`src/dual_image_container_splitter_assert.svh`:
```
// Assertion macros shared by the splitter RTL.
// Each macro takes a label, clock, reset, antecedent, consequent and message.
`ifndef DUAL_IMAGE_CONTAINER_SPLITTER_ASSERT_SVH
`define DUAL_IMAGE_CONTAINER_SPLITTER_ASSERT_SVH

// Same-cycle implication
`define DICS_ASSERT_NOW(lbl, clk, rst, ante, cons, msg) \
  lbl: assert property (@(posedge clk) disable iff (rst) (ante) |-> (cons)) \
    else $error(msg);

// Next-cycle implication
`define DICS_ASSERT_NEXT(lbl, clk, rst, ante, cons, msg) \
  lbl: assert property (@(posedge clk) disable iff (rst) (ante) |=> (cons)) \
    else $error(msg);

`endif

```
`src/dics_pkg.sv`:
```
`timescale 1ns / 1ps
// ----------------------------------------------------------------------------
// dics_pkg
// Types and codes of the dual image container splitter.
// ----------------------------------------------------------------------------
package dics_pkg;

  localparam int HEADER_BYTES = 16;
  localparam int HDR_IDX_W    = $clog2(HEADER_BYTES);
  localparam int HDR_CNT_W    = 5;

  localparam logic [63:0] MAGIC_RESET = 64'h0000_3144_5055_324B;

  // APB map: one 64-bit register at byte address 0
  localparam int          CFG_ADDR_W    = 4;
  localparam logic        CFG_IDX_MAGIC = 1'b0;

  localparam logic [1:0] KIND_BEGIN = 2'd0;
  localparam logic [1:0] KIND_DATA  = 2'd1;
  localparam logic [1:0] KIND_END   = 2'd2;

  localparam logic [1:0] ROUTE_NONE = 2'd0;
  localparam logic [1:0] ROUTE_FW   = 2'd1;
  localparam logic [1:0] ROUTE_FS   = 2'd2;

  localparam logic [1:0] STAGE_HEADER = 2'd0;
  localparam logic [1:0] STAGE_FW     = 2'd1;
  localparam logic [1:0] STAGE_FS     = 2'd2;
  localparam logic [1:0] STAGE_DONE   = 2'd3;

  localparam logic [3:0] STATUS_NONE       = 4'd0;
  localparam logic [3:0] STATUS_FW_BEGIN   = 4'd1;
  localparam logic [3:0] STATUS_FS_BEGIN   = 4'd2;
  localparam logic [3:0] STATUS_COMPLETE   = 4'd3;
  localparam logic [3:0] STATUS_BAD_MAGIC  = 4'd4;
  localparam logic [3:0] STATUS_ZERO_SIZE  = 4'd5;
  localparam logic [3:0] STATUS_INCOMPLETE = 4'd6;
  localparam logic [3:0] STATUS_END_OK     = 4'd7;
  localparam logic [3:0] STATUS_IGNORED    = 4'd8;

  typedef struct packed {
    logic [1:0] kind;
    logic [7:0] data_byte;
  } item_t;

  typedef struct packed {
    logic [1:0]  route;
    logic [7:0]  out_byte;
    logic [3:0]  status;
    logic [31:0] image_size;
    logic [31:0] bytes_written;
  } result_t;

endpackage

```
`src/dics_cfg.sv`:
```
`timescale 1ns / 1ps
// ----------------------------------------------------------------------------
// dics_cfg
// APB register file: holds the expected magic word.
// ----------------------------------------------------------------------------
module dics_cfg
  import dics_pkg::*;
(
  input  logic                  clk,
  input  logic                  rst,
  input  logic                  psel,
  input  logic                  penable,
  input  logic                  pwrite,
  input  logic [CFG_ADDR_W-1:0] paddr,
  input  logic [63:0]           pwdata,
  output logic [63:0]           prdata,
  output logic                  pready,
  output logic [63:0]           magic_word
);

  logic sel_magic;

  // registers sit on 8-byte boundaries; bit 3 is the register index
  assign sel_magic = (paddr[3] == CFG_IDX_MAGIC);
  assign pready    = 1'b1;
  assign prdata    = sel_magic ? magic_word : 64'd0;

  always_ff @(posedge clk) begin
    if (rst) begin
      magic_word <= MAGIC_RESET;
    end else if (psel && penable && pwrite && pready && sel_magic) begin
      magic_word <= pwdata;
    end
  end

endmodule

```
`src/dics_parser.sv`:
```
`timescale 1ns / 1ps
// ----------------------------------------------------------------------------
// dics_parser
// Container parser state and the single-pass step logic for one word.
// ----------------------------------------------------------------------------
module dics_parser
  import dics_pkg::*;
(
  input  logic        clk,
  input  logic        rst,
  input  logic        fire,
  input  item_t       item,
  input  logic [63:0] magic_word,
  output result_t     res
);

  logic                 active, active_next;
  logic [1:0]           stage, stage_next;
  logic [HDR_CNT_W-1:0] header_count, header_count_next;
  logic [31:0]          fw_size, fw_size_next;
  logic [31:0]          fs_size, fs_size_next;
  logic [31:0]          fw_done, fw_done_next;
  logic [31:0]          fs_done, fs_done_next;
  logic [31:0]          total_written, total_next;
  logic [7:0]           header_bytes [HEADER_BYTES];

  logic        hdr_we;
  logic        hdr_last;
  logic        clear_req;
  logic        magic_ok;
  logic [31:0] fw_hdr, fs_hdr;
  logic [31:0] fw_inc, fs_inc, tot_inc;

  assign hdr_last = (header_count == HDR_CNT_W'(HEADER_BYTES - 1));
  assign magic_ok = ({header_bytes[7], header_bytes[6], header_bytes[5], header_bytes[4],
                      header_bytes[3], header_bytes[2], header_bytes[1], header_bytes[0]}
                     == magic_word);
  assign fw_hdr   = {header_bytes[11], header_bytes[10], header_bytes[9], header_bytes[8]};
  // last size byte is the word on hand, not yet stored
  assign fs_hdr   = {item.data_byte, header_bytes[14], header_bytes[13], header_bytes[12]};
  assign fw_inc   = fw_done + 32'd1;
  assign fs_inc   = fs_done + 32'd1;
  assign tot_inc  = total_written + 32'd1;

  always_comb begin
    active_next       = active;
    stage_next        = stage;
    header_count_next = header_count;
    fw_size_next      = fw_size;
    fs_size_next      = fs_size;
    fw_done_next      = fw_done;
    fs_done_next      = fs_done;
    total_next        = total_written;
    hdr_we            = 1'b0;
    clear_req         = 1'b0;
    res               = '0;
    res.route         = ROUTE_NONE;
    res.status        = STATUS_IGNORED;

    case (item.kind)
      KIND_BEGIN: begin
        clear_req   = 1'b1;
        total_next  = 32'd0;
        active_next = 1'b1;
        res.status  = STATUS_NONE;
      end
      KIND_DATA: begin
        if (active && stage == STAGE_HEADER) begin
          hdr_we            = 1'b1;
          header_count_next = header_count + HDR_CNT_W'(1);
          res.status        = STATUS_NONE;
          if (hdr_last) begin
            if (!magic_ok) begin
              res.status  = STATUS_BAD_MAGIC;
              clear_req   = 1'b1;
              active_next = 1'b0;
            end else if (fw_hdr == 32'd0 || fs_hdr == 32'd0) begin
              res.status  = STATUS_ZERO_SIZE;
              clear_req   = 1'b1;
              active_next = 1'b0;
            end else begin
              fw_size_next   = fw_hdr;
              fs_size_next   = fs_hdr;
              stage_next     = STAGE_FW;
              res.status     = STATUS_FW_BEGIN;
              res.image_size = fw_hdr;
            end
          end
        end else if (active && stage == STAGE_FW) begin
          res.route    = ROUTE_FW;
          res.out_byte = item.data_byte;
          fw_done_next = fw_inc;
          total_next   = tot_inc;
          res.status   = STATUS_NONE;
          if (fw_inc == fw_size) begin
            stage_next     = STAGE_FS;
            res.status     = STATUS_FS_BEGIN;
            res.image_size = fs_size;
          end
        end else if (active && stage == STAGE_FS) begin
          res.route    = ROUTE_FS;
          res.out_byte = item.data_byte;
          fs_done_next = fs_inc;
          total_next   = tot_inc;
          res.status   = STATUS_NONE;
          if (fs_inc == fs_size) begin
            stage_next = STAGE_DONE;
            res.status = STATUS_COMPLETE;
          end
        end
      end
      KIND_END: begin
        if (stage == STAGE_DONE) begin
          res.status = STATUS_END_OK;
        end else begin
          res.status = STATUS_INCOMPLETE;
          clear_req  = 1'b1;
        end
        active_next = 1'b0;
      end
      default: begin
        res.status = STATUS_IGNORED;
      end
    endcase

    if (clear_req) begin
      stage_next        = STAGE_HEADER;
      header_count_next = '0;
      fw_size_next      = 32'd0;
      fs_size_next      = 32'd0;
      fw_done_next      = 32'd0;
      fs_done_next      = 32'd0;
    end

    res.bytes_written = total_next;
  end

  always_ff @(posedge clk) begin
    if (rst) begin
      active        <= 1'b0;
      stage         <= STAGE_HEADER;
      header_count  <= '0;
      fw_size       <= 32'd0;
      fs_size       <= 32'd0;
      fw_done       <= 32'd0;
      fs_done       <= 32'd0;
      total_written <= 32'd0;
    end else if (fire) begin
      active        <= active_next;
      stage         <= stage_next;
      header_count  <= header_count_next;
      fw_size       <= fw_size_next;
      fs_size       <= fs_size_next;
      fw_done       <= fw_done_next;
      fs_done       <= fs_done_next;
      total_written <= total_next;
    end
  end

  // header store, no reset: read only once all sixteen bytes are in
  always_ff @(posedge clk) begin
    if (fire && hdr_we) begin
      header_bytes[header_count[HDR_IDX_W-1:0]] <= item.data_byte;
    end
  end

`include "dual_image_container_splitter_assert.svh"

  `DICS_ASSERT_NOW(a_count_full_past_header, clk, rst, stage != STAGE_HEADER,
    header_count == HDR_CNT_W'(HEADER_BYTES), "header count not full outside header stage")
  `DICS_ASSERT_NOW(a_fw_below_size, clk, rst, stage == STAGE_FW,
    fw_done < fw_size, "firmware count reached size without leaving stage")
  `DICS_ASSERT_NOW(a_route_status, clk, rst, fire && res.route != ROUTE_NONE,
    res.status == STATUS_NONE || res.status == STATUS_FS_BEGIN ||
    res.status == STATUS_COMPLETE, "forwarded byte with unexpected status")

endmodule

```
`src/dual_image_container_splitter.sv`:
```
`timescale 1ns / 1ps
// ----------------------------------------------------------------------------
// dual_image_container_splitter
// Splits a two-image update container byte stream into firmware and
// filesystem bytes, with header checking and stage/error events.
// ----------------------------------------------------------------------------
// Use:
//  - item channel (item_valid/item_stall/item) carries one word per command:
//    begin container, data byte or end of stream.
//  - result channel (result_valid/result_stall/result) returns exactly one
//    word per item: route, forwarded byte, status, image size, byte count.
//  - APB port holds the expected 64-bit magic word at address 0; write it
//    only while no item is in flight.
// Pipeline: each item passes the input register, then the result register.
// Throughput: one item per cycle while the result is not stalled; the parser
// state loop closes between the two registers.
// Stall: both registers hold their words; item_stall rises only while the
// input register and the result register are both full and the result is
// stalled.
// Reset (rst, synchronous): empties both registers, clears the parser and
// byte count, and restores the default magic word. The header store is
// not cleared; it is always refilled before it is read.
// ----------------------------------------------------------------------------
module dual_image_container_splitter
  import dics_pkg::*;
(
  input  logic                  clk,
  input  logic                  rst,
  // item channel
  input  logic                  item_valid,
  output logic                  item_stall,
  input  item_t                 item,
  // result channel
  output logic                  result_valid,
  input  logic                  result_stall,
  output result_t               result,
  // configuration
  input  logic                  psel,
  input  logic                  penable,
  input  logic                  pwrite,
  input  logic [CFG_ADDR_W-1:0] paddr,
  input  logic [63:0]           pwdata,
  output logic [63:0]           prdata,
  output logic                  pready
);

  logic        s_valid;     // input register holds a word
  item_t       s_item;
  logic        advance;     // input word is processed this cycle
  logic        accept;
  result_t     step_res;
  logic [63:0] magic_word;

  // Input word moves on whenever the result register is empty or draining.
  assign advance    = s_valid && (!result_valid || !result_stall);
  assign item_stall = s_valid && !advance;
  assign accept     = item_valid && !item_stall;

  always_ff @(posedge clk) begin
    if (rst) begin
      s_valid <= 1'b0;
    end else if (accept) begin
      s_valid <= 1'b1;
    end else if (advance) begin
      s_valid <= 1'b0;
    end
  end

  always_ff @(posedge clk) begin
    if (accept) begin
      s_item <= item;
    end
  end

  dics_cfg u_cfg (
    .clk        (clk),
    .rst        (rst),
    .psel       (psel),
    .penable    (penable),
    .pwrite     (pwrite),
    .paddr      (paddr),
    .pwdata     (pwdata),
    .prdata     (prdata),
    .pready     (pready),
    .magic_word (magic_word)
  );

  // Parser: state commits on the same edge that loads the result register.
  dics_parser u_parser (
    .clk        (clk),
    .rst        (rst),
    .fire       (advance),
    .item       (s_item),
    .magic_word (magic_word),
    .res        (step_res)
  );

  // Result register
  always_ff @(posedge clk) begin
    if (rst) begin
      result_valid <= 1'b0;
    end else if (advance) begin
      result_valid <= 1'b1;
    end else if (!result_stall) begin
      result_valid <= 1'b0;
    end
  end

  always_ff @(posedge clk) begin
    if (advance) begin
      result <= step_res;
    end
  end

`include "dual_image_container_splitter_assert.svh"

  `DICS_ASSERT_NEXT(a_advance_fills_result, clk, rst, advance,
    result_valid, "processed word did not reach result register")
  `DICS_ASSERT_NOW(a_stall_only_when_full, clk, rst, item_stall,
    s_valid && result_valid && result_stall, "item stalled with room in pipeline")
  `DICS_ASSERT_NEXT(a_accept_fills_input, clk, rst, accept,
    s_valid, "accepted word not held in input register")

endmodule

```
`config.mk`:
```
export PLATFORM = sky130hd
export DESIGN_NAME = dual_image_container_splitter
export DESIGN_NICKNAME = d
export VERILOG_FILES = /design/src/dics_pkg.sv /design/src/dics_cfg.sv /design/src/dics_parser.sv /design/src/dual_image_container_splitter.sv
export VERILOG_INCLUDE_DIRS = /design/src /design/src/src
export SDC_FILE = /design/constraint.sdc
export NUM_CORES = 1
export LEC_CHECK = 0
export BUFFER_PORTS_ARGS = -buffer_cell sky130_fd_sc_hd__buf_2
export CORE_AREA = 2 2 232 234
export DETAILED_ROUTE_END_ITERATION = 10
export DIE_AREA = 0 0 234 236
export PLACE_DENSITY = 0.6
export SLEW_MARGIN = 10
export SYNTH_ARGS = -nofsm -noshare
export SYNTH_HDL_FRONTEND = slang
export SYNTH_SLANG_ARGS = --single-unit
```
`constraint.sdc`:
```
create_clock -name clk -period 7.3 [get_ports clk]
set_clock_uncertainty 0.15 [all_clocks]
set_input_delay 0.73 -clock clk [delete_from_list [all_inputs] [get_ports clk]]
set_output_delay 0.73 -clock clk [all_outputs]
set_load 0.1 [all_outputs]
```
After elaboration in Yosys (flattened, before gate mapping)
Memory sizes are Yosys's and may differ from the RTL's.
Index checks and enable logic that the tools add are counted.
W data, S select, Z words.
- bits in read-only memories: 0
- bits of input ports: 85
- register bits after elaboration: 322
- bits in writable memories: 128
- memories kept: 1
- latch bits: 0
- shift-type cells: 0
- $lt $le $gt $ge: 0
- $mul: 0
- bitwise gates (word level): 2
- muxes and demuxes: 71
- equality and inequality tests: 20
- div/mod/pow operators: 0
- reductions and logical operators: 38
- add/subtract/negate cells: 4
- memories (memory ; depth ; width ; rd ports ; clocked after Yosys merged registers in ; write ports ; RTL line ; source):
    u_parser.header_bytes ; 16 ; 8 ; 15 ; 0 ; 1 ; dics_parser.sv:25 ; logic [7:0] header_bytes [HEADER_BYTES];
- operator list (operator ; number):
    $mux W32 ; 27
    $add A32 B1 Y32 const B ; 3
    $mux W36 ; 2
    $eq A32 B32 Y1 ; 2
    $eq A64 B64 Y1 ; 1
    $logic_not A32 Y1 ; 2
    $mux W64 ; 1
    $pmux W32 S2 ; 1
    $mux W34 ; 1
    $mux W2 ; 11
    $mux W1 ; 18
    $mux W5 ; 3
    $mux W14 ; 1
    $reduce_bool A2 Y1 ; 7
    $mux W13 ; 1
    $ne A2 B1 Y1 const B ; 6
    $pmux W4 S3 ; 1
    $logic_and A1 B1 Y1 ; 10
    $reduce_and A5 Y1 ; 2
    $reduce_and A8 Y1 ; 1
    $reduce_bool A4 Y1 ; 2
    $eq A2 B2 Y1 const B ; 3
    $mux W3 ; 2
    $ne A3 B1 Y1 const B ; 2
    other kinds (17) ; 25

Depth between registers and ports, before layout
An unclocked memory read counts as a cell.
- depth after elaboration: 10
- mapped depth: 14
- mapped depth without buffers: 10

Modules after synthesis
Synthesis repeated with hierarchy kept, for this count alone.
- cell total of the unflattened synthesis: 2086
- area, all modules: 21209.1 um^2
- modules (own cells, without submodules) (module ; times used ; area an instance (um^2) ; sequential area each (um^2) ; cells an instance):
    dics_parser ; 1 ; 15204.6 ; 6966.7 ; 1637
    dics_cfg ; 1 ; 3275.6 ; 1281.2 ; 351
    dual_image_container_splitter ; 1 ; 2728.9 ; 2682.6 ; 98

Worst setup path after synthesis
Ideal clock, no wire load.
- path kind: reg-to-reg
- start point: reg result_valid
- end point: reg result[0] (netlist name), enable pin
- buffers on the path: 2
- setup time: 0.473 ns
- arrival: 3.608 ns
- stages on the path, launching flop included: 6
- path slack: 3.069 ns
- period minus slack after synthesis: 4.231 ns
- cells stage by stage: dfxtp_1 nand2_1 nand2_1 inv_1 clkbuf_1 clkbuf_1
- longest elaborated chain between the ends: 3
- ends and longest elaborated chain (item ; RTL line ; source):
    start, declared ; dual_image_container_splitter.sv:34 ; output logic result_valid,
    start signal, assigned ; dual_image_container_splitter.sv:101 ; result_valid <= 1'b0;
    start signal, assigned ; dual_image_container_splitter.sv:103 ; result_valid <= 1'b1;
    start signal, assigned ; dual_image_container_splitter.sv:105 ; result_valid <= 1'b0;
    $logic_not A1 Y1 ; dual_image_container_splitter.sv:55 ; assign advance = s_valid && (!result_valid || !result_stall);
    $logic_or A1 B1 Y1 ; dual_image_container_splitter.sv:55 ;
    $logic_and A1 B1 Y1 ; dual_image_container_splitter.sv:55 ;
    named net advance ; dual_image_container_splitter.sv:49 ; logic advance;
    end signal, assigned ; dual_image_container_splitter.sv:111 ; result <= step_res;
    end, declared ; dual_image_container_splitter.sv:36 ; output result_t result,
The timed path passes the listed nets, and every way through them passes these cells.
A chain may end at the register's enable or synchronous reset.

Worst setup path after layout
- start point: reg u_parser.fw_done[0]
- end point: reg result[46] (netlist name), data pin
- longest elaborated chain between the ends: 5
- ends and longest elaborated chain (item ; RTL line ; source):
    start, declared ; dics_parser.sv:22 ; logic [31:0] fw_done, fw_done_next;
    start signal, assigned ; dics_parser.sv:154 ; fw_done <= fw_done_next;
    $add A32 B1 Y32 ; dics_parser.sv:41 ; assign fw_inc = fw_done + 32'd1;
    $eq A32 B32 Y1 ; dics_parser.sv:95 ; if (fw_inc == fw_size) begin
    $mux W34 ; dics_parser.sv:95 ;
    $mux W32 ; dics_parser.sv:89 ; end else if (active && stage == STAGE_FW) begin
    $mux W36 ; dics_parser.sv:68 ; if (active && stage == STAGE_HEADER) begin
Every way passes these cells.

==> flow_summary_export.csv <==
group,metric,value,unit
run_status,status,"complete, no violations",
synth,ys_seq_elements,442,
place,io_buffers,225,
setup_path,r2r_slack,2.93,ns
floorplanning,core,53070,um2
worst_hold_path,holdCritStartpoint,"item[0]",
grt,grt_pass1_wl,95990,um
setup_path,crit_fanout,20,
grt,antenna_found_initial,5,
setup_path,cp_cell_sequence,"ha_1, and4_1, nand2_2, or4_1, a22oi_1, nand4_1, nor4_2, and3_1, buf_4, a22oi_1, nor2b_1",
floorplanning,num_rows,85,
sta,relSlewSlack,0.2527,
synth,synth_edf_count,208,
worst_hold_path,hold_depth,1,
synth,netlist_area,20880,um2
power_and_ir_drop,cellPowerDensity,231.1,nW/um2
synth,synth.area.top_cells,"edfxtp_1 30%, dfxtp_1 22%, xnor2_1 5.2%",
clocking,htreeDepth,2,
clocking,cts_resized,0,
setup_path,crit_path_end_kind,"flop",
setup_path,critPathBufInv,1,
floorplanning,die_w,234,um
sta,hold_viol_final,0,
sta,clock.fmax,228.8,MHz
worst_hold_path,min_to,"s_item[0]",
clocking,clock_path_buffers,3,
sta,worst_slew_pin_slew,1.117,ns
synth,syn-instance-count,2129,
power_and_ir_drop,ir_worst_vdd,0.1470,mV
worst_hold_path,hp-class,"input pin to flop",
setup_path,slowest_delay,0.60,ns
clocking,cts_buffers,48,
synth,ys_seq_area_frac,0.5234,
grt,grt_max_degree,75,
final_layout,multi_input_area,9301,um2
grt,overflow,0,
sta,setup_viol,0,
setup_path,worst_path_most_repeated_cell,"a22oi_1",
clocking,cts_tree,"yes",
synth,avgSynthCellArea,9.809,um2
setup_path,slowest_stage,"and3_1",
detailed_routing,drc,0,
setup_path,cp-start-kind,"flop",
detailed_routing,wl_per_cell,20.77,um
place,placed_cell_area,22590,um2
power_and_ir_drop,leakage,8.285,nW
floorplanning,dieHeight,236,um
final_layout,n_fill_cell,5034,
sta,fin_crit,4.371,ns
final_layout,nets,2398,
final_layout,drive_gt1_frac,0.1598,
setup_path,r2r_start,"u_parser.fw_done[0]",
setup_path,crit_required,7.60,ns
setup_path,cp.arrival,4.67,ns
place,hpwl,43690,um
clocking,clkLatencyLatePin,0.61,ns
detailed_routing,vias_per_cell,5.611,
clocking,root_buffer,"clkbuf_16",
clocking,ctsHoldBuffers,0,
sta,finalSetupTns,0,ns
floorplanning,die-area,55220,um2
setup_path,cp.depth,11,
synth,yosys_warnings,0,
detailed_routing,route.antenna.remaining_nets,0,
final_layout,layout_common_cells,"242 x nand2_1, 234 x dfxtp_1, 224 x buf_2",
setup_path,worst-setup-path-type,"flop to flop",
flow_run,maxCapViolCount,0,
synth,synth_ff_type,"dfxtp_1",
detailed_routing,num_vias,17047,
sta,timing.final.crit_share,0.5987,
grt,grt_pass1_vias,16214,
grt,grt_use_total,0.2249,
final_layout,fin_area,24190,um2
sta,rsz0062_at_grt,"no",
detailed_routing,drtIter0Drc,1514,
clocking,path_clk_slew,0.06,ns
setup_path,r2r_cells,11,
sta,finalMaxSlewViolations,0,
final_layout,layout_commonest_cell,"nand2_1",
clocking,post_cts_buffers,0,
floorplanning,boundaryPins,230,
setup_path,r2r_end,"result[46]",
synth,synth_top_area_frac,0.2991,
synth,synth_nets,2226,
final_layout,register_area,10930,um2
detailed_routing,routed_wl,63090,um
setup_path,cp_top_family,"simple AND/OR/NAND/NOR gates",
power_and_ir_drop,power.total,5.589,mW
detailed_routing,drt-pass1-iter-count,5,
synth,ys_async_sr_fraction,0,
floorplanning,start_util,0.3935,
synth,yosys.area.top_type,"edfxtp_1",
synth,synthDistinctLibCells,80,
place,gp_congestion,0.8888,
clocking,cts_sinks,442,
final_layout,syn2layout_area_growth,15.82,%
## worst max-delay path by stage
stage / end / slack, ns / start
floorplan: result[0] / 3.07 / result_valid
global placement: result[45] / 3.09 / u_parser.fw_done[0]
detailed placement: result[27] / 2.97 / s_item[9]
CTS: result[27] / 2.95 / s_item[9]
global route: result[28] / 2.64 / s_item[9]
finish: result[46] / 2.93 / u_parser.fw_done[0]
## layer usage
| layer | part of all wire | up-vias | track usage |
|---|---|---|---|
| met2 | 0.47 | 646 | 0.3604 |
| li1 | - | 8028 | - |
| met1 | 0.44 | 8271 | 0.3099 |
| met4 | 0.026 | 2 | 0.07154 |
| met5 | 0.00011 | - | 0 |
| met3 | 0.069 | 100 | 0.03578 |
## flip-flops by register name, indices dropped and copies added, names as in the netlist
register	cells
result_valid	1
u_parser.active	1
u_parser.fs_size	32
u_parser.header_bytes	120
u_parser.total_written	32
u_parser.fw_size	32
s_valid	1
u_parser.stage	2
u_parser.header_count	5
u_parser.fw_done	32
u_parser.fs_done	32
u_cfg.magic_word	64
result	78
s_item	10
## cells by family after synthesis
kind of cell | Yosys count | share of synthesized area
other cells | 1 | 0.0001796
fa+ha+maj | 12 | 0.007190
mux | 54 | 0.02594
compound gates | 347 | 0.1098
flops | 442 | 0.5234
simple gates | 949 | 0.2319
buf+inv | 162 | 0.03319
xor+xnor | 162 | 0.06830
## report_power, final
part           switching [mW]  internal [mW]  total [mW]
Clock                    1.04           1.39        2.44
Combinational           0.396         0.0873       0.483
Sequential             0.0319           2.64        2.67
Total                    1.47           4.12        5.59
## stage by stage
step,setup slack [ns],utilization,std cells,hold WS [ns]
after global placement,3.086,0.4256,2947,0.3104
after CTS,2.949,0.4557,3037,0.1204
after global routing,2.638,0.4557,3037,0.1289
final,2.929,0.4558,3038,0.1561
after detailed placement,2.968,0.4256,2947,0.3254
after floorplan,3.069,-,2129,0.3007
## cell type report
| cell class | instances | area share |
|---|---|---|
| Sequential cell | 442 | 0.4519 |
| Clock inverter | 17 | 0.007294 |
| Tap cell | 696 | 0.03600 |
| Antenna cell | 1 | 0.0001035 |
| Timing Repair Buffer | 261 | 0.05783 |
| Clock buffer | 73 | 0.05861 |
| Inverter | 23 | 0.003673 |
| Multi-Input combinational cell | 1525 | 0.3846 |
## worst register-to-register path, stage by stage, from the launching register on
cell	delay (ns)
dfxtp_1	0.43
ha_1	0.32
and4_1	0.42
nand2_2	0.20
or4_1	0.56
a22oi_1	0.19
nand4_1	0.14
nor4_2	0.40
and3_1	0.61
buf_4	0.41
a22oi_1	0.20
nor2b_1	0.19
## cell usage after synthesis, types with 11 or more instances
library cell and n:
and2_1 23, o21ai_0 64, nor4_1 39, a31oi_1 16, or4_1 15, nand4_1 65
a22oi_2 12, a21oi_1 105, or3_1 11, and4_1 20, nor2_1 204, a22oi_1 64
buf_2 30, nand3_1 87, mux2i_1 53, inv_1 22, nand2_1 242, nor2b_1 100
a311oi_1 13, and3_1 30, xnor2_1 123, edfxtp_1 208, nand2b_1 13, dfxtp_1 234
nor3_1 55, clkbuf_1 94, xor2_1 38, ha_1 12
Power figures use the tool's default switching activity.
